File: src/sv/pwl_pkg.sv
package pwl_pkg;

  localparam int VAL_W      = 32;
  localparam int NUM_VALUES = 3;
  localparam int ROW_W      = NUM_VALUES * VAL_W;
  // Quotient never exceeds 33 bits, so the divider runs 33 restoring steps.
  localparam int DIV_STEPS  = 33;
  localparam int STEP_W     = 6;

  localparam logic FUNC_LOAD  = 1'b0;
  localparam logic FUNC_QUERY = 1'b1;

  localparam logic [1:0] REGION_INTERP = 2'd0;
  localparam logic [1:0] REGION_BELOW  = 2'd1;
  localparam logic [1:0] REGION_ABOVE  = 2'd2;
  localparam logic [1:0] REGION_FLAT   = 2'd3;

  localparam logic [1:0] SEL_PRESSURE    = 2'd0;
  localparam logic [1:0] SEL_TEMPERATURE = 2'd1;
  localparam logic [1:0] SEL_DENSITY     = 2'd2;

  typedef struct packed {
    logic               func;
    logic [4:0]         row_index;
    logic signed [31:0] breakpoint_height;
    logic signed [31:0] load_pressure;
    logic signed [31:0] load_temperature;
    logic signed [31:0] load_density;
    logic signed [31:0] query_altitude;
  } in_item_t;

  typedef struct packed {
    logic signed [31:0] pressure_out;
    logic signed [31:0] temperature_out;
    logic signed [31:0] density_out;
    logic [1:0]         region;
  } out_item_t;

  typedef struct packed {
    logic       write_row;
    logic       latch_alt;
    logic       save_prev;
    logic       take_bracket;
    logic       take_vlo;
    logic       take_vhi;
    logic       copy_lo;
    logic       mul_load;
    logic       div_step;
    logic       store_res;
    logic [1:0] sel;
    logic       publish;
    logic [1:0] region;
  } cmd_t;

  typedef struct packed {
    logic alt_lt_h;
    logic dh_pos;
    logic out_free;
  } status_t;

endpackage

File: src/sv/pwl_stream_if.sv
interface pwl_stream_if #(
  parameter type T = logic
);
  logic valid;
  logic ready;
  T     data;

  modport source (output valid, output data, input ready);
  modport sink   (input valid, input data, output ready);
endinterface

File: src/sv/pwl_ram.sv
module pwl_ram #(
  parameter int WIDTH = 32,
  parameter int DEPTH = 32,
  localparam int AW = (DEPTH > 1) ? $clog2(DEPTH) : 1
) (
  input  logic             clk,
  input  logic             we,
  input  logic [AW-1:0]    waddr,
  input  logic [WIDTH-1:0] wdata,
  input  logic [AW-1:0]    raddr,
  output logic [WIDTH-1:0] rdata
);
  logic [WIDTH-1:0] mem [DEPTH];

  always_ff @(posedge clk) begin
    if (we) begin
      mem[waddr] <= wdata;
    end
    rdata <= mem[raddr];
  end
endmodule

File: src/sv/pwl_dp.sv
module pwl_dp
  import pwl_pkg::*;
#(
  parameter int TABLE_ROWS = 32,
  localparam int AW = (TABLE_ROWS > 1) ? $clog2(TABLE_ROWS) : 1
) (
  input  logic          clk,
  input  logic          rst,
  input  cmd_t          cmd,
  input  logic [AW-1:0] h_addr,
  input  logic [AW-1:0] v_addr,
  input  in_item_t      item,
  output status_t       status,
  output out_item_t     rsp_data,
  output logic          rsp_valid,
  input  logic          rsp_ready
);
  logic [AW+4:0]      ridx_ext;
  logic               wr_en;
  logic [31:0]        h_rdata;
  logic [ROW_W-1:0]   v_rdata;

  logic signed [31:0] alt;
  logic signed [31:0] hprev;
  logic signed [31:0] hlo;
  logic signed [31:0] hhi;
  logic [ROW_W-1:0]   vlo;
  logic [ROW_W-1:0]   vhi;
  logic [31:0]        res [NUM_VALUES];
  logic [31:0]        rem;
  logic [32:0]        quo;
  logic               neg;

  logic [32:0]        dh;
  logic [31:0]        dhu;
  logic [32:0]        off_full;
  logic [31:0]        off;
  logic [31:0]        vlo_sel;
  logic [31:0]        vhi_sel;
  logic [32:0]        dv;
  logic [32:0]        mag;
  logic [64:0]        prod_c;
  logic [32:0]        trial;
  logic               ge;
  logic [31:0]        res_val;

  assign ridx_ext = (AW + 5)'(item.row_index);
  assign wr_en    = cmd.write_row && ({27'b0, item.row_index} < 32'(TABLE_ROWS));

  pwl_ram #(.WIDTH(32), .DEPTH(TABLE_ROWS)) u_hram (
    .clk   (clk),
    .we    (wr_en),
    .waddr (ridx_ext[AW-1:0]),
    .wdata (item.breakpoint_height),
    .raddr (h_addr),
    .rdata (h_rdata)
  );

  pwl_ram #(.WIDTH(ROW_W), .DEPTH(TABLE_ROWS)) u_vram (
    .clk   (clk),
    .we    (wr_en),
    .waddr (ridx_ext[AW-1:0]),
    .wdata ({item.load_pressure, item.load_temperature, item.load_density}),
    .raddr (v_addr),
    .rdata (v_rdata)
  );

  assign dh       = {hhi[31], hhi} - {hlo[31], hlo};
  assign dhu      = dh[31:0];
  assign off_full = {alt[31], alt} - {hlo[31], hlo};
  assign off      = off_full[31:0];

  always_comb begin
    case (cmd.sel)
      SEL_PRESSURE: begin
        vlo_sel = vlo[95:64];
        vhi_sel = vhi[95:64];
      end
      SEL_TEMPERATURE: begin
        vlo_sel = vlo[63:32];
        vhi_sel = vhi[63:32];
      end
      default: begin
        vlo_sel = vlo[31:0];
        vhi_sel = vhi[31:0];
      end
    endcase
  end

  assign dv      = {vhi_sel[31], vhi_sel} - {vlo_sel[31], vlo_sel};
  assign mag     = dv[32] ? (33'd0 - dv) : dv;
  assign prod_c  = 65'(off) * 65'(mag);
  assign trial   = {rem, quo[32]};
  assign ge      = trial >= {1'b0, dhu};
  assign res_val = neg ? (vlo_sel - quo[31:0]) : (vlo_sel + quo[31:0]);

  assign status.alt_lt_h = alt < $signed(h_rdata);
  assign status.dh_pos   = !dh[32] && (dh != 33'd0);
  assign status.out_free = !rsp_valid || rsp_ready;

  always_ff @(posedge clk) begin
    if (cmd.latch_alt) begin
      alt <= item.query_altitude;
    end
    if (cmd.save_prev) begin
      hprev <= $signed(h_rdata);
    end
    if (cmd.take_bracket) begin
      hlo <= hprev;
      hhi <= $signed(h_rdata);
    end
    if (cmd.take_vlo) begin
      vlo <= v_rdata;
    end
    if (cmd.take_vhi) begin
      vhi <= v_rdata;
    end
    if (cmd.copy_lo) begin
      res[0] <= vlo[95:64];
      res[1] <= vlo[63:32];
      res[2] <= vlo[31:0];
    end
    if (cmd.mul_load) begin
      rem <= prod_c[64:33];
      quo <= prod_c[32:0];
      neg <= dv[32];
    end else if (cmd.div_step) begin
      rem <= ge ? 32'(trial - {1'b0, dhu}) : trial[31:0];
      quo <= {quo[31:0], ge};
    end
    if (cmd.store_res) begin
      res[cmd.sel] <= res_val;
    end
    if (cmd.publish) begin
      rsp_data.pressure_out    <= res[0];
      rsp_data.temperature_out <= res[1];
      rsp_data.density_out     <= res[2];
      rsp_data.region          <= cmd.region;
    end
  end

  always_ff @(posedge clk) begin
    if (rst) begin
      rsp_valid <= 1'b0;
    end else if (cmd.publish) begin
      rsp_valid <= 1'b1;
    end else if (rsp_ready) begin
      rsp_valid <= 1'b0;
    end
  end
endmodule

File: src/sv/pwl_ctrl.sv
module pwl_ctrl
  import pwl_pkg::*;
#(
  parameter int TABLE_ROWS = 32,
  localparam int AW = (TABLE_ROWS > 1) ? $clog2(TABLE_ROWS) : 1
) (
  input  logic          clk,
  input  logic          rst,
  input  logic          req_valid,
  input  logic          req_func,
  output logic          req_ready,
  input  status_t       status,
  output cmd_t          cmd,
  output logic [AW-1:0] h_addr,
  output logic [AW-1:0] v_addr
);
  localparam logic [3:0] S_IDLE  = 4'd0;
  localparam logic [3:0] S_CHK0  = 4'd1;
  localparam logic [3:0] S_CHKN  = 4'd2;
  localparam logic [3:0] S_SCAN  = 4'd3;
  localparam logic [3:0] S_VREQ  = 4'd4;
  localparam logic [3:0] S_VLO   = 4'd5;
  localparam logic [3:0] S_COPY  = 4'd6;
  localparam logic [3:0] S_VHI   = 4'd7;
  localparam logic [3:0] S_MUL   = 4'd8;
  localparam logic [3:0] S_DIV   = 4'd9;
  localparam logic [3:0] S_STORE = 4'd10;
  localparam logic [3:0] S_DONE  = 4'd11;

  localparam logic [AW-1:0] LAST_ROW = AW'(TABLE_ROWS - 1);

  logic [3:0]        state;
  logic [3:0]        state_next;
  logic [AW-1:0]     idx;
  logic [AW-1:0]     idx_next;
  logic [AW-1:0]     lo;
  logic [AW-1:0]     lo_next;
  logic [1:0]        region;
  logic [1:0]        region_next;
  logic [1:0]        sel;
  logic [1:0]        sel_next;
  logic [STEP_W-1:0] cnt;
  logic [STEP_W-1:0] cnt_next;

  always_comb begin
    state_next  = state;
    idx_next    = idx;
    lo_next     = lo;
    region_next = region;
    sel_next    = sel;
    cnt_next    = cnt;
    cmd         = '0;
    cmd.sel     = sel;
    cmd.region  = region;
    req_ready   = 1'b0;
    h_addr      = '0;
    v_addr      = lo + AW'(1);

    unique case (state)
      S_IDLE: begin
        req_ready = 1'b1;
        if (req_valid) begin
          if (req_func == FUNC_LOAD) begin
            cmd.write_row = 1'b1;
          end else begin
            cmd.latch_alt = 1'b1;
            state_next    = S_CHK0;
          end
        end
      end
      S_CHK0: begin
        cmd.save_prev = 1'b1;
        h_addr        = LAST_ROW;
        if (status.alt_lt_h) begin
          lo_next     = '0;
          region_next = REGION_BELOW;
          state_next  = S_VREQ;
        end else begin
          state_next  = S_CHKN;
        end
      end
      S_CHKN: begin
        h_addr   = AW'(1);
        idx_next = AW'(1);
        if (!status.alt_lt_h) begin
          lo_next     = LAST_ROW;
          region_next = REGION_ABOVE;
          state_next  = S_VREQ;
        end else begin
          state_next  = S_SCAN;
        end
      end
      S_SCAN: begin
        h_addr = idx + AW'(1);
        if (status.alt_lt_h) begin
          cmd.take_bracket = 1'b1;
          lo_next          = idx - AW'(1);
          region_next      = REGION_INTERP;
          state_next       = S_VREQ;
        end else begin
          cmd.save_prev = 1'b1;
          idx_next      = idx + AW'(1);
        end
      end
      S_VREQ: begin
        v_addr     = lo;
        state_next = S_VLO;
      end
      S_VLO: begin
        cmd.take_vlo = 1'b1;
        if (region != REGION_INTERP) begin
          state_next = S_COPY;
        end else if (!status.dh_pos) begin
          region_next = REGION_FLAT;
          state_next  = S_COPY;
        end else begin
          state_next  = S_VHI;
        end
      end
      S_COPY: begin
        cmd.copy_lo = 1'b1;
        state_next  = S_DONE;
      end
      S_VHI: begin
        cmd.take_vhi = 1'b1;
        sel_next     = SEL_PRESSURE;
        state_next   = S_MUL;
      end
      S_MUL: begin
        cmd.mul_load = 1'b1;
        cnt_next     = '0;
        state_next   = S_DIV;
      end
      S_DIV: begin
        cmd.div_step = 1'b1;
        cnt_next     = cnt + STEP_W'(1);
        if (cnt == STEP_W'(DIV_STEPS - 1)) begin
          state_next = S_STORE;
        end
      end
      S_STORE: begin
        cmd.store_res = 1'b1;
        if (sel == SEL_DENSITY) begin
          state_next = S_DONE;
        end else begin
          sel_next   = sel + 2'd1;
          state_next = S_MUL;
        end
      end
      S_DONE: begin
        if (status.out_free) begin
          cmd.publish = 1'b1;
          state_next  = S_IDLE;
        end
      end
      default: begin
        state_next = S_IDLE;
      end
    endcase
  end

  always_ff @(posedge clk) begin
    if (rst) begin
      state  <= S_IDLE;
      idx    <= '0;
      lo     <= '0;
      region <= REGION_INTERP;
      sel    <= SEL_PRESSURE;
      cnt    <= '0;
    end else begin
      state  <= state_next;
      idx    <= idx_next;
      lo     <= lo_next;
      region <= region_next;
      sel    <= sel_next;
      cnt    <= cnt_next;
    end
  end
endmodule

File: src/sv/piecewise_linear_table_interp.sv
// Channel  Dir  Payload     Transaction
// -------  ---  ----------  ---------------------------------------------------
// req      in   in_item_t   func 0 writes one table row, func 1 is a query
// rsp      out  out_item_t  interpolated pressure/temperature/density + region
//
// A load transaction is written straight from idle; the next transaction is
// taken right after. An interpolating query scans k rows, k being the scan
// length (1 to TABLE_ROWS-1, one height-RAM read per row); a query clamped
// below or above skips the scan and the divisions. Three 33-step restoring
// divisions, one quotient bit per cycle, make up most of an interpolating
// query. rst is synchronous and clears control only; table contents are
// undefined until written. A stalled rsp holds its result in the output
// register while the next request is already being worked on.
module piecewise_linear_table_interp
  import pwl_pkg::*;
#(
  parameter int TABLE_ROWS = 32
) (
  input logic         clk,
  input logic         rst,
  pwl_stream_if.sink   req,
  pwl_stream_if.source rsp
);
  localparam int AW = (TABLE_ROWS > 1) ? $clog2(TABLE_ROWS) : 1;

  cmd_t          cmd;
  status_t       status;
  logic [AW-1:0] h_addr;
  logic [AW-1:0] v_addr;
  in_item_t      item;
  out_item_t     rsp_item;

  assign item     = req.data;
  assign rsp.data = rsp_item;

  // Sequencer: bracket search over the height RAM, then row fetch and divide.
  pwl_ctrl #(.TABLE_ROWS(TABLE_ROWS)) u_ctrl (
    .clk       (clk),
    .rst       (rst),
    .req_valid (req.valid),
    .req_func  (item.func),
    .req_ready (req.ready),
    .status    (status),
    .cmd       (cmd),
    .h_addr    (h_addr),
    .v_addr    (v_addr)
  );

  // Table RAMs, multiplier, bit-serial divider and the output register.
  pwl_dp #(.TABLE_ROWS(TABLE_ROWS)) u_dp (
    .clk       (clk),
    .rst       (rst),
    .cmd       (cmd),
    .h_addr    (h_addr),
    .v_addr    (v_addr),
    .item      (item),
    .status    (status),
    .rsp_data  (rsp_item),
    .rsp_valid (rsp.valid),
    .rsp_ready (rsp.ready)
  );
endmodule
File: src/flat_wrapper.sv
// flat-port wrapper written by rule: the top's interface ports become plain ports
module piecewise_linear_table_interp_flat import pwl_pkg::*;
#(
  parameter int TABLE_ROWS = 32
)
  (clk, rst, req_valid, req_data, req_ready, rsp_valid, rsp_data, rsp_ready);
  pwl_stream_if req_i ();
  pwl_stream_if rsp_i ();
  input logic clk;
  input logic rst;
  input wire logic [$bits(req_i.valid)-1:0] req_valid;
  input wire logic [$bits(req_i.data)-1:0] req_data;
  output wire logic [$bits(req_i.ready)-1:0] req_ready;
  output wire logic [$bits(rsp_i.valid)-1:0] rsp_valid;
  output wire logic [$bits(rsp_i.data)-1:0] rsp_data;
  input wire logic [$bits(rsp_i.ready)-1:0] rsp_ready;
  assign req_i.valid = req_valid;
  assign req_i.data = req_data;
  assign req_ready = req_i.ready;
  assign rsp_valid = rsp_i.valid;
  assign rsp_data = rsp_i.data;
  assign rsp_i.ready = rsp_ready;
  piecewise_linear_table_interp #(.TABLE_ROWS(TABLE_ROWS)) u_core (.clk(clk), .rst(rst), .req(req_i), .rsp(rsp_i));
endmodule
File: config.mk
export PLATFORM = sky130hd
export DESIGN_NAME = piecewise_linear_table_interp_flat
export DESIGN_NICKNAME = d
export VERILOG_FILES = /design/src/sv/pwl_pkg.sv /design/src/sv/pwl_stream_if.sv /design/src/sv/pwl_ram.sv /design/src/sv/pwl_dp.sv /design/src/sv/pwl_ctrl.sv /design/src/sv/piecewise_linear_table_interp.sv /design/src/flat_wrapper.sv
export SDC_FILE = /design/constraint.sdc
export NUM_CORES = 1
export LEC_CHECK = 0
export BUFFER_PORTS_ARGS = -buffer_cell sky130_fd_sc_hd__buf_2
export CAP_MARGIN = 15
export CORE_UTILIZATION = 55
export CTS_BUF_LIST = sky130_fd_sc_hd__clkbuf_8
export DETAILED_ROUTE_END_ITERATION = 8
export GPL_ROUTABILITY_DRIVEN = 0
export PLACE_DENSITY_LB_ADDON = 0.3
export RECOVER_POWER = 100
export SLEW_MARGIN = 15
export SYNTH_ARGS = -nofsm -noshare
export SYNTH_HDL_FRONTEND = slang
export SYNTH_MEMORY_MAX_BITS = 65536
export SYNTH_SLANG_ARGS = --single-unit
File: constraint.sdc
create_clock -name clk -period 2 [get_ports clk]
set_input_delay 0.1 -clock clk [delete_from_list [all_inputs] [get_ports clk]]
set_output_delay 0.1 -clock clk [all_outputs]
set_load 0.03 [all_outputs]
Word level (Yosys, flattened, before mapping)
Cells that the tools add are included.

Reduce and logical (&&, ||, !) cells: 14. Mux-type cells: 29. Bitwise logic cells: 1. Eq/ne operators: 21. $lt $le $gt $ge: 1. $add $sub $neg: 3.

Operators with widths (number): $pmux W4 S12 (1); $reduce_bool A33 Y1 (1); $sub A32 B32 Y33 (1); $lt A2 B32 Y1 (1); $mux W2 (9); $eq A4 B3 Y1 const B (4); $eq A4 B4 Y1 const B (4); $mux W4 (4); $ne A2 B2 Y1 const B (7); $pmux W6 S2 (1); $mux W1 (9); $eq A4 B2 Y1 const B (2); $pmux W2 S4 (1); $reduce_bool A2 Y1 (4); $add A6 B1 Y6 const B (1); $eq A6 B6 Y1 const B (1); $mux W3 (2); $reduce_and A6 Y1 (1); $eq A4 B1 Y1 const B (1); $logic_not A4 Y1 (1); $pmux W2 S2 (1); $reduce_and A4 Y1 (1); $reduce_bool A4 Y1 (1); $add A2 B1 Y2 const B (1); 8 further kinds (9).

Word-level logic and storage cells: 80. Flip-flop bits (word level): 145. Input port bits: 5. Output and inout bits: 3.

Logic depth before layout (Yosys ltp)
Word-level depth: 6. Mapped depth: 6. Gate-level depth less buffers: 6.

Hierarchy
Synthesis repeated with hierarchy kept, for this count alone.

Cell total of the unflattened synthesis: 14662. Area, all modules: 225626.4 um^2.

Modules (own cells, without submodules): pwl_ram at u_core.u_dp.u_vram (area each 118553.7 um^2, cells each 5604, seq. area each 94170.3 um^2, times used 1); pwl_dp (area each 64820.9 um^2, cells each 6575, seq. area each 17436.7 um^2, times used 1); pwl_ram at u_core.u_dp.u_hram (area each 40490.1 um^2, cells each 2260, seq. area each 31390.1 um^2, times used 1); pwl_ctrl (area each 1757.9 um^2, cells each 222, seq. area each 480.5 um^2, times used 1); piecewise_linear_table_interp (area each 3.8 um^2, cells each 1, seq. area each 0.0 um^2, times used 1).

Worst setup path before layout
No wires, ideal clock.

Path kind: reg2out. Start point: reg u_core.u_ctrl.state[2]. End point: out req_ready. Data arrival time: 1543 ps. Required time: 1900 ps. Buffers on the path: 1. Stages on the path, launching flop included: 3. Path slack: 357 ps. Path through: dfxtp_1 > clkbuf_1 > nor4_1.

Cells in the longest elaborated chain, start to end: 2.

Ends and longest elaborated chain: start, declared (line pwl_ctrl.sv:32) `logic [3:0] state;`; start signal, assigned (line pwl_ctrl.sv:171) `state <= state_next;`; $logic_not A4 Y1 (line pwl_ctrl.sv:59) `unique case (state)`; $mux W1 (line pwl_ctrl.sv:59); end, declared (line flat_wrapper.sv:13) `output wire logic [$bits(req_i.ready)-1:0] req_ready;`.

Every way passes these cells.

Final worst setup path
Start point: reg u_core.u_ctrl.state[2]. End point: reg u_core.u_ctrl.cnt[5].

Cells in the longest elaborated chain, start to end: 2. Elaborated cells between the ends (all ways): 4. Those cells by class: eq/ne (2); mux (1); reduce/logical (1).

Ends and longest elaborated chain: $eq A4 B4 Y1 (line pwl_ctrl.sv:59); $pmux W6 S2 / $reduce_bool A2 Y1 (equally long branches); end signal, assigned (line pwl_ctrl.sv:176) `cnt <= cnt_next;`; end, declared (line pwl_ctrl.sv:42) `logic [STEP_W-1:0] cnt;`.

Parallel ways exist; a longest one is shown, timed or not. A chain may end at the register's enable or synchronous reset.

==> qor.yml <==
logic_synthesis:
  synthFlopType: "dfxtp_1"
  netlist_instances: 95
  avgSynthCellArea_um2: 8.71
  synth_area_um2: 827
  synth_edf_count: 1
  ys_types: 34
  synth_seq_area_share_pct: 37.5
  yosys_warnings: 0
  async_reset_ff_share_pct: 0
  ys_ff_latch: 15
  synth_nets: 103
route:
  wl_per_cell_um: 14.6
  dr.pass1.iters: 4
  drtIter0Drc: 20
  vias: 721
  ant_nets: 0
  wl_um: 1700
  viasPerCell: 6.22
  drc: 0
die:
  die_h_um: 40.8
  die_w_um: 40.8
  start_util_pct: 61.3
  core_um2: 1350
  io_pins: 8
  num_rows: 13
  dieArea_um2: 1660
power:
  p_leak_nw: 0.316
  ir_drop_uv: 465
  p_switching_uw: 109
  swShare_pct: 19.9
  power_frac_comb_pct: 1.2
  internal_power_uw: 439
  clockPowerShare_pct: 43.8
  powerDensity_nw_per_um2: 614
  seqPwrFrac_pct: 55.0
cells_and_area:
  seqCellArea_um2: 310
  fillers: 110
  drive_gt1_share_pct: 6.93
  final_nets: 110
  final_cell_mix: "dfxtp_1, nor2b_1, nand3_1, nand2_1"
  layout_commonest_cell: "dfxtp_1"
  fin_util_pct: 66.2
  area.growth.synth_to_final_pct: 8.02
  multiInputGateArea_um2: 464
  diodes: 0
  stdcell_count: 116
run:
  maxCapViolCount: 0
critical_path:
  startpoint_type: "flip-flop"
  r2r_setup_slack_ps: 260
  critPathMaxFanout: 13
  rr_endpoint: "u_core.u_ctrl.cnt[5]"
  r2r_cells: 4
  end_kind: "flip-flop"
  reg2reg_from: "u_core.u_ctrl.state[2]"
  cp.required_ps: 2170
  crit_type: "flip-flop to flip-flop"
  critPathArrivalTime_ps: 1920
timing:
  fin_skew_ps: 1.83
  setup_ws_ps: 255
  final_max_slew_viol_count: 0
  hold_slack_ps: 199
  setup_tns_ps: 0
  layout_worst_path_cycle_share_pct: 87.2
  max_slew_margin_pct: 71.7
  setup_violations: 0
  hold_viol_final: 0
  fin_crit_ps: 1740
  fmax_ghz: 0.573
  rsz0062_at_grt: "false"
  worstMarginPinSlew_ps: 420
clock_network:
  path_clk_slew_ps: 60
  cts_tree: "yes"
  postCtsSetupRepairBufs: 0
  cts-resized-gates: 0
  cts_root_buf: "clkbuf_8"
  clk_path_buf_depth: 2
  insertion_delay_ps: 250
  clock_sinks: 15
  cts_hold_buffers: 0
  htree_levels: 1
  cts_buffers: 3
placement:
  dp_hpwl_um: 1180
  placed_cells: 112
  dpl_worst_slack_ps: 248
  port_buffers: 5
global_route:
  grt_pass1_vias: 605
  grt_max_degree: 16
  grt_pass1_wl_um: 2700
  grt.overflow.total: 0
  grt.total_usage_pct: 24.9
  antenna_found_initial: 0
min_path:
  worstHoldPathCells: 3
  whs_endpoint: "u_core.u_dp.rsp_valid"
  hold_path_class: "input pin to flip-flop"
  hold_path.startpoint: "rsp_ready"
run_status:
  status: "complete, no violations"
==> cell usage after synthesis, types with 2 or more instances <==
| cell | instances | area, um^2 |
|---|---|---|
| mux2i_1 | 2 | 20.0 |
| a311oi_1 | 2 | 17.5 |
| nor4b_1 | 3 | 26.3 |
| a2bb2oi_1 | 2 | 17.5 |
| a21oi_1 | 5 | 25.0 |
| a31oi_1 | 2 | 12.5 |
| nand2_1 | 6 | 22.5 |
| nand3_1 | 6 | 30.0 |
| a211oi_1 | 3 | 22.5 |
| ha_1 | 3 | 37.5 |
| nor3_1 | 4 | 20.0 |
| clkbuf_1 | 5 | 18.8 |
| nand2b_1 | 4 | 25.0 |
| inv_1 | 4 | 15.0 |
| nor2b_1 | 7 | 43.8 |
| dfxtp_1 | 14 | 280 |
| a41oi_1 | 2 | 17.5 |
| nor2_1 | 5 | 18.8 |
==> sequential cells by signal, summed over array words and instances, names as in the netlist <==
register / cells
u_core.u_ctrl.cnt: 6
u_core.u_ctrl.state: 4
u_core.u_ctrl.sel: 2
u_core.u_ctrl.region: 1
u_core.u_dp.rsp_data: 1
u_core.u_dp.rsp_valid: 1
==> area by class of cell <==
type / instances / area share [%]
tap: 15 / 2.10
clock buffer: 3 / 4.62
sequential: 15 / 34.7
timing repair buffer: 8 / 4.48
clock inverter: 1 / 0.420
inverter: 4 / 1.68
multi-input combinational: 70 / 52.0
==> routing by layer <==
| layer | vias to the layer above | wire, um | GRT usage, % |
|---|---|---|---|
| li1 | 362 | - | - |
| met1 | 348 | 767 | 30.1 |
| met2 | 9 | 873 | 43.3 |
| met3 | 2 | 42 | 6.52 |
| met4 | 0 | 13 | 6.67 |
| met5 | - | 0 | 0 |
==> how the worst max path moves through the flow <==
stage	end	startpoint	slack (ps)
after global routing	u_core.u_ctrl.state[1]	u_core.u_ctrl.state[1]	100
after CTS	u_core.u_ctrl.state[1]	u_core.u_ctrl.state[1]	230
after detailed placement	u_core.u_ctrl.state[1]	u_core.u_ctrl.state[1]	250
final	u_core.u_ctrl.cnt[5]	u_core.u_ctrl.state[2]	260
after floorplan	req_ready	u_core.u_ctrl.state[2]	360
after global placement	u_core.u_ctrl.state[1]	u_core.u_ctrl.state[1]	320
==> power groups by stage <==
stage	Sequential [mW]	Combinational, mW	Clock [mW]
after global placement	0.308	0.00665	0
after CTS	0.302	0.00683	0.244
after floorplan	0.308	0.00275	0
final	0.302	0.00664	0.240
after global routing	0.301	0.00747	0.256
after detailed placement	0.308	0.00679	0
==> through the flow <==
step	power [mW]	area [um^2]
5_1_grt	0.565	893
2_1_floorplan	0.311	827
6_report	0.548	893
3_5_place_dp	0.315	867
3_3_place_gp	0.315	867
4_1_cts	0.552	912
==> critical path, stage by stage (launching register included) <==
cell and delay (ps):
dfxtp_1 440, nor3b_1 310, and2_0 370, or3b_1 390, a31oi_1 170
==> cell families after synthesis <==
family / count (synthesis) / synth area share (%)
buffers and inverters: 10 / 4.99
AND/OR/NAND/NOR: 43 / 31.0
flip-flops: 15 / 37.5
XOR/XNOR: 1 / 1.06
multiplexers: 3 / 3.78
AO/OA/AOI/OAI: 20 / 17.1
adder cells (fa/ha/maj): 3 / 4.54
Power figures use the tool's default switching activity.
